==> config.mk <==
export PLATFORM = sky130hd
export DESIGN_NAME = gasp_octile
export DESIGN_NICKNAME = d
export VERILOG_FILES = /design/src/rtl/core/gasp_pkg.sv /design/src/rtl/core/gasp_octile.sv
export SDC_FILE = /design/constraint.sdc
export NUM_CORES = 1
export LEC_CHECK = 0
export BUFFER_PORTS_ARGS = -buffer_cell sky130_fd_sc_hd__buf_2
export CAP_MARGIN = 10
export CORE_UTILIZATION = 50
export DETAILED_ROUTE_END_ITERATION = 12
export GPL_ROUTABILITY_DRIVEN = 0
export PLACE_DENSITY = 0.72
export SLEW_MARGIN = 20
export SYNTH_ARGS = -nofsm -noshare
export SYNTH_HDL_FRONTEND = slang
export SYNTH_SLANG_ARGS = --single-unit
==> constraint.sdc <==
create_clock -name i_clk -period 13.8 [get_ports i_clk]
set_input_delay 0.69 -clock i_clk [delete_from_list [all_inputs] [get_ports i_clk]]
set_output_delay 0.69 -clock i_clk [all_outputs]
set_load 0.01 [all_outputs]
==> src/rtl/core/gasp_pkg.sv <==
// ----------------------------------------------------------------------------
// gasp_pkg
// shared types, codes and move tables of the grid path search block
// ----------------------------------------------------------------------------
package gasp_pkg;

    // cost words are 32 bits, saturating
    localparam int COST_W = 32;

    // action codes carried in tuser of the input stream
    localparam logic [1:0] ACT_MAP  = 2'd0;
    localparam logic [1:0] ACT_SRCH = 2'd1;
    localparam logic [1:0] ACT_STEP = 2'd2;

    // status codes carried in tuser of the output stream
    localparam logic [1:0] ST_FOUND  = 2'd0;
    localparam logic [1:0] ST_NOPATH = 2'd1;
    localparam logic [1:0] ST_OVFL   = 2'd2;
    localparam logic [1:0] ST_STEP   = 2'd3;

    // configuration register indexes
    localparam logic CFG_ROWS = 1'b0;
    localparam logic CFG_COLS = 1'b1;

    // sequencer states
    typedef enum logic [22:0] {
        S_INIT  = 23'd1 << 0,
        S_IDLE  = 23'd1 << 1,
        S_CLR   = 23'd1 << 2,
        S_SRCH  = 23'd1 << 3,
        S_SPUSH = 23'd1 << 4,
        S_POPA  = 23'd1 << 5,
        S_POPB  = 23'd1 << 6,
        S_POPC  = 23'd1 << 7,
        S_SL    = 23'd1 << 8,
        S_SR    = 23'd1 << 9,
        S_SC    = 23'd1 << 10,
        S_VA    = 23'd1 << 11,
        S_VB    = 23'd1 << 12,
        S_EA    = 23'd1 << 13,
        S_EB    = 23'd1 << 14,
        S_EC    = 23'd1 << 15,
        S_PU    = 23'd1 << 16,
        S_PV    = 23'd1 << 17,
        S_TA    = 23'd1 << 18,
        S_TB    = 23'd1 << 19,
        S_RA    = 23'd1 << 20,
        S_RB    = 23'd1 << 21,
        S_EMIT  = 23'd1 << 22
    } t_state;

    // row offset of move direction d
    function automatic logic signed [1:0] mv_dr(input logic [2:0] d);
        case (d)
            3'd0, 3'd1, 3'd2: mv_dr = -2'sd1;
            3'd3, 3'd4:       mv_dr = 2'sd0;
            default:          mv_dr = 2'sd1;
        endcase
    endfunction

    // column offset of move direction d
    function automatic logic signed [1:0] mv_dc(input logic [2:0] d);
        case (d)
            3'd0, 3'd3, 3'd5: mv_dc = -2'sd1;
            3'd1, 3'd6:       mv_dc = 2'sd0;
            default:          mv_dc = 2'sd1;
        endcase
    endfunction

    // straight moves
    function automatic logic mv_straight(input logic [2:0] d);
        mv_straight = (d == 3'd1) || (d == 3'd3) || (d == 3'd4) || (d == 3'd6);
    endfunction

endpackage

==> src/rtl/core/gasp_octile.sv <==
// ----------------------------------------------------------------------------
// gasp_octile
// registered octile distance between two cells, fixed point
// ----------------------------------------------------------------------------
module gasp_octile import gasp_pkg::*; #(
    parameter int RW        = 6,
    parameter int CW        = 6,
    parameter int FRAC_BITS = 12
) (
    input  logic              i_clk,
    input  logic              i_en,
    input  logic [RW-1:0]     i_ar,
    input  logic [CW-1:0]     i_ac,
    input  logic [RW-1:0]     i_br,
    input  logic [CW-1:0]     i_bc,
    output logic [COST_W-1:0] o_h
);
    localparam int DW = (RW > CW) ? RW : CW;
    localparam int PW = DW + FRAC_BITS + 3;
    localparam longint DIAG_L =
        ((64'd141421356 << FRAC_BITS) + 64'd50000000) / 64'd100000000;

    logic [DW-1:0]   dr, dc, mn, mx;
    logic [PW-1:0]   sum;
    logic [COST_W-1:0] r_h;

    // absolute differences, then min and max
    always_comb begin
        dr  = (i_ar > i_br) ? DW'(i_ar - i_br) : DW'(i_br - i_ar);
        dc  = (i_ac > i_bc) ? DW'(i_ac - i_bc) : DW'(i_bc - i_ac);
        mn  = (dr < dc) ? dr : dc;
        mx  = (dr < dc) ? dc : dr;
        sum = (PW'(mx - mn) << FRAC_BITS) + PW'(mn) * PW'(DIAG_L);
    end

    // saturate into the cost word
    always_ff @(posedge i_clk) begin
        if (i_en) begin
            if (PW > COST_W && (sum >> COST_W) != '0) begin
                r_h <= '1;
            end else begin
                r_h <= COST_W'(sum);
            end
        end
    end

    assign o_h = r_h;

endmodule

**Word level (Yosys, flattened, before mapping)**

Index checks and enable logic that the tools add are counted.

- Add/sub/neg operators: 6
- Multiply operators: 1
- Magnitude comparators: 3
- Muxes and demuxes: 4

Operators with widths:

| cell | number |
|---|---|
| 6-bit two-way mux | 4 |
| 6-bit subtractor | 4 |
| 19-bit by 20-bit adder with 21-bit output | 1 |
| 6-bit by 13-bit multiplier with 19-bit output, second input constant | 1 |
| 6-bit > comparator | 2 |
| 6-bit by 6-bit subtractor with 7-bit output | 1 |
| 6-bit less-than comparator | 1 |

- Register bits: 21
- Output and inout port bits: 32
- Word-level logic and storage cells: 15

**Logic depth before layout (Yosys ltp)**

Gate-level depths: netlist of the first run.

- Depth after elaboration: 6
- Gate-level depth with buffers: 40
- Mapped depth without buffers: 37

**Worst setup path after synthesis of the first run**

No wires, ideal clock.

- Path type: input to register
- Start point: in i_ac[0]
- End point: reg r_h[20] (netlist: o_h[20]) (data pin)
- Library setup time: 0.158 ns
- Data arrival time: 7.918 ns
- Setup slack: 5.724 ns
- Cell stages on the path: 36
- Buffers on the path: 3
- Cells stage by stage: inv_1 ha_1 inv_1 fa_1 a211oi_1 o21ai_2 nand2_2 mux2i_1 xor2_1 ha_1 and2_4 buf_6 a221o_1 or2_0 buf_2 buf_2 o21ai_1 inv_1 ha_1 xor2_1 ha_1 inv_1 fa_1 inv_1 ha_1 inv_1 o21bai_1 a21oi_1 or4b_2 o2111ai_1 ha_1 o21ai_0 nand2b_1 a21o_1 or4_1 o211ai_1

- Word-level cells in the longest chain between the ends: 6
- Elaborated cells on any way between the ends: 10
- Classes of those cells: 4 x add/sub; 1 x mul; 2 x order compare; 3 x mux

Ends and longest elaborated chain:

| what | RTL line | RTL |
|---|---|---|
| from (decl) | gasp_octile.sv:13 | `input logic [CW-1:0] i_ac,` |
| 6-bit subtractor or 6-bit > comparator (tied branches) | gasp_octile.sv:30 | `dc = (i_ac > i_bc) ? DW'(i_ac - i_bc) : DW'(i_bc - i_ac);` |
| 6-bit two-way mux (*) | gasp_octile.sv:30 |  |
| 6-bit less-than comparator | gasp_octile.sv:31, gasp_octile.sv:32 |  |
| 6-bit two-way mux, on equally long branches | gasp_octile.sv:31, gasp_octile.sv:32 |  |
| 6-bit by 13-bit multiplier with 19-bit output or 6-bit by 6-bit subtractor with 7-bit output (tied branches) | gasp_octile.sv:33 | `sum = (PW'(mx - mn) << FRAC_BITS) + PW'(mn) * PW'(DIAG_L);` |
| 19-bit by 20-bit adder with 21-bit output (*) | gasp_octile.sv:33 |  |
| named net sum[20] | gasp_octile.sv:24 | `logic [PW-1:0] sum;` |
| to (signal assigned) | gasp_octile.sv:42 | `r_h <= COST_W'(sum);` |
| to (decl) | gasp_octile.sv:25 | `logic [COST_W-1:0] r_h;` |

The timed path passes the listed nets; every way through them passes the cells marked *.
A chain may end at the register's enable or synchronous reset.

**Worst setup path after layout of the first run**

Ends and elaborated chain as after synthesis.

==> results.json, run 1 <==
{
  "fin_setup_tns_ns": 0,
  "rsz0062_at_grt": "false",
  "antenna_found_initial": 0,
  "path_clk_slew_ns": 0.07,
  "async_flop_share_pct": 0,
  "grt_pass1_wl_um": 11800,
  "num-nets-final": 545,
  "cap_violations": 0,
  "dr_total_vias": 2876,
  "postCtsSetupRepairBufs": 0,
  "wire_per_inst_um": 12.7,
  "synth_top_family_by_area": "adder cells",
  "yosysMostFrequentCell": "ha_1",
  "synth_area_leaders": "ha_1 24%, edfxtp_1 18%, inv_1 6.5%",
  "cp.depth": 34,
  "holdCritStartpoint": "i_en",
  "fp.dieW_um": 85.7,
  "final_util_pct": 56.1,
  "dr.pass1.iters": 5,
  "max-slew-margin-rel_pct": 32.7,
  "synth-adder-area-share_pct": 29.6,
  "setup-violations-final": 0,
  "ios": 58,
  "cp_top_family": "adder cells",
  "fin_crit_ns": 8.85,
  "critPathCaptureType": "register",
  "layout_setup_ws_ns": 4.95,
  "syn_area_per_cell_um2": 8.78,
  "initial_utilization_pct": 51.6,
  "syn_inst": 399,
  "cts_tree": "yes",
  "drive_gt1_share_pct": 15.9,
  "clockBufferDepth": 2,
  "routed_wl_um": 6840,
  "pre_cts_ws_ns": 4.72,
  "critPathKind": "in2reg",
  "cp.arrival_ns": 8.95,
  "max_freq_mhz": 113,
  "placedCellCount": 533,
  "synth-xor-area-share_pct": 5.50,
  "outcome": "completed",
  "netlist_area_um2": 3500,
  "die_h_um": 85.7,
  "synth-simple-area-share_pct": 14.4,
  "port_buffers": 46,
  "crit_start": "i_ac[0]",
  "ant_nets": 0,
  "hold_class": "in2reg",
  "min_to": "o_h[16]",
  "yosys_warnings": 0,
  "drc": 0,
  "antenna_cells": 0,
  "coreArea_um2": 6790,
  "max_stage_delay_ns": 0.63,
  "synth.mux.area_fraction_pct": 3.29,
  "grt_pass1_vias": 2707,
  "synth_compound_area_share_pct": 18.9,
  "fin_cells": 537,
  "drv_slew": 0,
  "worst-slew-pin-transition_ns": 0.999,
  "synthFlopType": "edfxtp_1",
  "hold_depth": 1,
  "synth_top_area_cell": "ha_1",
  "avgViaCountPerCell": 5.36,
  "root_buffer": "clkbuf_8",
  "seq_area_frac_synth_pct": 18.0,
  "drtIter0Drc": 82,
  "grt_overflow": 0,
  "hold_viol": 0,
  "cts.htree.levels": 1,
  "fillers": 641,
  "cp_max_fo": 16,
  "finalCritPeriodShare_pct": 64.2,
  "synth_seq_cells": 21,
  "clkSinkCount": 21,
  "area_growth_pct": 8.75,
  "synth_edf_count": 21,
  "required_ns": 13.89,
  "fp-row-count": 30,
  "synth_top_area_share_pct": 23.9,
  "dp_hpwl_um": 5810,
  "grt_start_max_net_pins": 22,
  "hold_buffers": 0,
  "largest_reg_flops": 21,
  "crit_path_start_kind": "input pin",
  "cp_slowest_cell": "or4b_2",
  "cts_buffers": 3,
  "dieArea_um2": 7350,
  "critPathBufInv": 7,
  "cts_resized": 0,
  "grt_use_total_pct": 19.7,
  "yosys-top-cells-count": "67 x ha_1, 61 x inv_1, 23 x a21oi_1, 22 x nor2_1, 21 x edfxtp_1",
  "yosysUniqueCellTypes": 63
}
## cell families (layout without fill, tap and decap cells)
group           count (synthesis)  count (layout)
compound gates                 96              96
xor+xnor                       22              22
fa+ha+maj                      77              77
buf+inv                        79             111
flops                          21              21
mux                            11              11
other cells                     1              11
simple gates                   92              92
## stage by stage
step	cell area [µm²]	hold slack (ns)
floorplan	3540	0.802
global placement	3760	1.10
detailed placement	3760	1.10
CTS	3810	0.914
global route	3810	0.932
finish	3810	0.919
## cell type report
cell class	instances	area, µm²	area share (%)
clock buffer	4	45.0	1.18
inverter	61	229	6.01
multi-input combinational	309	2550	67.1
sequential	21	631	16.6
tap	96	120	3.15
timing repair buffer	46	230	6.04
## how the worst max path moves through the flow
stage / end / slack, ns
floorplan: o_h[20] / 5.72
global placement: o_h[20] / 4.95
detailed placement: o_h[20] / 4.72
CTS: o_h[20] / 4.98
global route: o_h[20] / 4.37
finish: o_h[20] / 4.95
## metal layers
metal	global-route usage, %	part of all wire, %
met1	24.6	47
met2	36.6	49
met5	0	0
met3	0.962	2.8
met4	5.45	1.4
## placed cells by master (no fill, tap or decap), types with 8 or more instances in the layout
cell	instances
nand2_1	15
buf_2	46
xor2_1	9
inv_1	61
a21o_1	8
ha_1	67
fa_1	10
edfxtp_1	21
a21oi_1	23
nor3_1	9
xnor2_1	13
o211ai_1	8
o21ai_0	12
nor2_1	22
conb_1	11
Power of run 1 is left out: the tool's default activity adds up to more than one toggle a clock period on the data nets, which glitch-free logic cannot reach.
==> inputs of run 2 (changes only) <==
==> constraint.sdc (replaced) <==
create_clock -name i_clk -period 8.4 [get_ports i_clk]
set_input_delay 0.42 -clock i_clk [delete_from_list [all_inputs] [get_ports i_clk]]
set_output_delay 0.42 -clock i_clk [all_outputs]
set_load 0.01 [all_outputs]
==> run 2 against run 1 <==
Non-clock buffer count increased by 11. Cell area up 4.6%. Setup slack worse by 4.5 ns. Global-route usage down 0.14 points. Critical path type unchanged. Critical endpoint unchanged. Sequential share of layout area fell by 0.73 points. Clock-buffer cell count is the same. Critical path depth grew 2. First-iteration DRC count is 15% higher. Via count grew 2.4%. Utilization rose by 2.6 points. Sequential cell count stayed put. Final cell count rose by 2.0%.
==> results.json, run 2 (synthesized netlist as in run 1, its figures left out) <==
{
  "hold_class": "in2reg",
  "max_stage_delay_ns": 0.61,
  "die_h_um": 85.7,
  "path_common_cell": "ha_1",
  "critPathCaptureType": "register",
  "fp-row-count": 30,
  "dieArea_um2": 7350,
  "max_freq_mhz": 125,
  "grt_overflow": 0,
  "drv_slew": 0,
  "routed_wl_um": 7070,
  "crit_path_start_kind": "input pin",
  "clockBufferDepth": 2,
  "grt_pass1_vias": 2786,
  "drc": 0,
  "finalCritPeriodShare_pct": 95.2,
  "layout_common_cells": "64 x ha_1, 61 x inv_1, 46 x buf_2",
  "final_common_cell": "ha_1",
  "largest_reg_flops": 21,
  "grt_pass1_wl_um": 11800,
  "worst-slew-pin-transition_ns": 0.526,
  "num-nets-final": 556,
  "dr_total_vias": 2945,
  "antenna_cells": 0,
  "cp_slowest_cell": "or4b_2",
  "area_growth_pct": 13.8,
  "initial_utilization_pct": 51.6,
  "cts_buffers": 3,
  "hold_depth": 1,
  "max-slew-margin-rel_pct": 64.8,
  "cp_max_fo": 7,
  "ios": 58,
  "cap_violations": 0,
  "required_ns": 8.48,
  "root_buffer": "clkbuf_8",
  "cts.htree.levels": 1,
  "cp.arrival_ns": 8.07,
  "path_clk_slew_ns": 0.07,
  "outcome": "completed",
  "cts_tree": "yes",
  "min_to": "o_h[20]",
  "critPathKind": "in2reg",
  "dp_hpwl_um": 5910,
  "grt_start_max_net_pins": 22,
  "ant_nets": 0,
  "dr.pass1.iters": 4,
  "setup-violations-final": 0,
  "holdCritStartpoint": "i_en",
  "fp.dieW_um": 85.7,
  "fin_crit_ns": 8.00,
  "port_buffers": 46,
  "clkSinkCount": 21,
  "fin_setup_tns_ns": 0,
  "grt_use_total_pct": 19.5,
  "drive_gt1_share_pct": 21.5,
  "wire_per_inst_um": 12.9,
  "avgViaCountPerCell": 5.37,
  "drtIter0Drc": 94,
  "hold_buffers": 0,
  "coreArea_um2": 6790,
  "hold_viol": 0,
  "antenna_found_initial": 0
}
==> run 2: worst max-delay path by stage <==
stage                  from       to  slack (ns)
floorplan           i_ac[0]  o_h[20]        0.59
global placement    i_ac[0]  o_h[20]       -0.06
detailed placement  i_ac[0]  o_h[20]       -0.26
CTS                 i_ac[0]  o_h[20]      0.0007
global route        i_ac[0]  o_h[20]       -0.03
finish              i_ac[0]  o_h[20]        0.40
==> run 2: what timing repair did <==
item | in CTS | in global routing
buffers inserted | 0 | 3
setup endpoints to repair | 1 | 2
resized for setup | 1 | 20
pin swaps | 0 | 7
==> run 2: cell type report <==
type,instances,area [µm²]
fillers,588,2810
multi-input cells,309,2650
flip-flops and latches,21,631
repair buffers,57,313
inverters,61,229
well taps,96,120
clock buffers,4,45.0
==> run 2: critical path: cells and delay by family <==
kind / cells / cell delay [ns]
fa+ha+maj: 8 / 2.64
simple gates: 8 / 1.86
compound gates: 9 / 1.73
buf+inv: 8 / 0.67
xor+xnor: 2 / 0.41
mux: 1 / 0.29
==> run 2: per-stage QoR <==
stage | instances | cell area [µm²] | hold slack, ns | utilization (%) | setup slack [ns]
final | 548 | 3990 | 0.643 | 58.7 | 0.403
after global routing | 548 | 3990 | 0.671 | 58.7 | -0.0281
after CTS | 545 | 3870 | 0.650 | 57.0 | 0.000671
after detailed placement | 541 | 3820 | 0.829 | 56.3 | -0.264
after global placement | 541 | 3820 | 0.828 | 56.3 | -0.0625
after floorplan | 409 | 3540 | 0.532 | - | 0.594
==> run 2: routing by layer <==
| layer | vias to the layer above | part of all wire (%) | GRT usage [%] |
|---|---|---|---|
| met3 | 8 | 2.6 | 1.15 |
| met2 | 66 | 50 | 36.6 |
| li1 | 1492 | - | - |
| met4 | 0 | 1.2 | 4.55 |
| met1 | 1379 | 47 | 24.4 |
| met5 | - | 0 | 0 |
Power of run 2 is left out for the same reason.
==> inputs of run 3 (changes only) <==
--- a/config.mk
+++ b/config.mk
@@ -8,6 +8,7 @@
 export BUFFER_PORTS_ARGS = -buffer_cell sky130_fd_sc_hd__buf_2
 export CAP_MARGIN = 10
 export CORE_UTILIZATION = 50
+export CTS_BUF_LIST = sky130_fd_sc_hd__clkbuf_4 sky130_fd_sc_hd__clkbuf_8
 export DETAILED_ROUTE_END_ITERATION = 12
 export GPL_ROUTABILITY_DRIVEN = 0
 export PLACE_DENSITY = 0.72
==> run 3 against run 2 <==
Setup slack improved by 0.0024 ns. Clock-buffer cell count did not move. Non-clock buffer count did not move. Via count rose by 0.10%. Sequential cell count did not move. Final cell count did not move. Critical path depth did not move. Global-route usage barely moved. Fmax barely moved. Routed wire length fell by 0.69%. Die area did not move. Largest cell class unchanged. Highest routed layer unchanged.
==> results.json, run 3 (synthesized netlist as in run 1, its figures left out) <==
{
  "grt_start_max_net_pins": 22,
  "num-nets-final": 556,
  "die_h_um": 85.7,
  "dp_hpwl_um": 5910,
  "antenna_found_initial": 0,
  "initial_utilization_pct": 51.6,
  "finalCritPeriodShare_pct": 95.2,
  "avgViaCountPerCell": 5.38,
  "ant_nets": 0,
  "largest_reg_flops": 21,
  "hold_buffers": 0,
  "hold_class": "in2reg",
  "drc": 0,
  "outcome": "completed",
  "place_area_um2": 3820,
  "layout_common_cells": "64 x ha_1, 61 x inv_1, 46 x buf_2",
  "cts.htree.levels": 1,
  "cts_buffers": 3,
  "placedCellCount": 541,
  "cts_tree": "yes",
  "max_stage_delay_ns": 0.62,
  "grt_pass1_wl_um": 11800,
  "dr.pass1.iters": 4,
  "ios": 58,
  "fin_crit_ns": 7.99,
  "critPathCaptureType": "register",
  "critPathKind": "in2reg",
  "fp-row-count": 30,
  "wire_per_inst_um": 12.8,
  "clkSinkCount": 21,
  "drive_gt1_share_pct": 21.2,
  "grt_use_total_pct": 19.5,
  "clockBufferDepth": 2,
  "path_common_cell": "ha_1",
  "root_buffer": "clkbuf_8",
  "fin_cells": 548,
  "cp.arrival_ns": 8.07,
  "fp.dieW_um": 85.7,
  "cp_max_fo": 7,
  "max-slew-margin-rel_pct": 64.8,
  "required_ns": 8.48,
  "max_freq_mhz": 125,
  "hold_viol": 0,
  "setup-violations-final": 0,
  "path_clk_slew_ns": 0.07,
  "routed_wl_um": 7020,
  "drtIter0Drc": 53,
  "worst-slew-pin-transition_ns": 0.526,
  "grt_pass1_vias": 2787,
  "cp_slowest_cell": "or4b_2",
  "dr_total_vias": 2948,
  "crit_path_start_kind": "input pin",
  "area_growth_pct": 13.7,
  "cap_violations": 0,
  "antenna_cells": 0,
  "final_common_cell": "ha_1",
  "coreArea_um2": 6790,
  "drv_slew": 0,
  "dieArea_um2": 7350,
  "grt_overflow": 0,
  "finalInstanceArea_um2": 3980,
  "final_util_pct": 58.6,
  "port_buffers": 46
}
run 3: cell counts in the layout (fill, tap and decap cells not counted):
Identical to the previous run, type by type.
run 3: metal layers:
metal	global-route usage, %	vias up	wire, µm
met5	0	-	0
met4	4.55	0	83
met3	1.15	8	190
met2	36.7	68	3490
met1	24.4	1375	3250
li1	-	1497	-
run 3: stage by stage:
stage | setup WS, ns | hold slack, ns | TNS [ns]
floorplan | 0.594 | 0.532 | 0
finish | 0.406 | 0.642 | 0
CTS | 0.00126 | 0.650 | 0
global route | -0.0590 | 0.668 | -0.0590
global placement | -0.0625 | 0.828 | -0.0625
detailed placement | -0.264 | 0.829 | -0.369
run 3: worst paths after layout:
check,from,end,cells after the start
hold / removal,i_en,o_h[20],1
setup / recovery,i_ac[0],o_h[20],36
run 3: repair_timing:
action	4_1_cts	5_1_grt
setup endpoints to repair	1	2
buffers inserted	0	3
resized for setup	1	18
pin swaps	0	7
run 3: critical path, delay by kind of cell:
| family | cells | cell delay, ns |
|---|---|---|
| buf+inv | 8 | 0.67 |
| compound gates | 9 | 1.74 |
| simple gates | 8 | 1.87 |
| mux | 1 | 0.29 |
| xor+xnor | 2 | 0.41 |
| fa+ha+maj | 8 | 2.62 |
run 3: final cells by class:
| class | count | area (µm²) |
|---|---|---|
| multi-input combinational | 309 | 2640 |
| sequential | 21 | 631 |
| fill | 587 | 2810 |
| tap | 96 | 120 |
| inverter | 61 | 229 |
| clock buffer | 4 | 48.8 |
| timing repair buffer | 57 | 313 |
Power of run 3 is left out for the same reason.
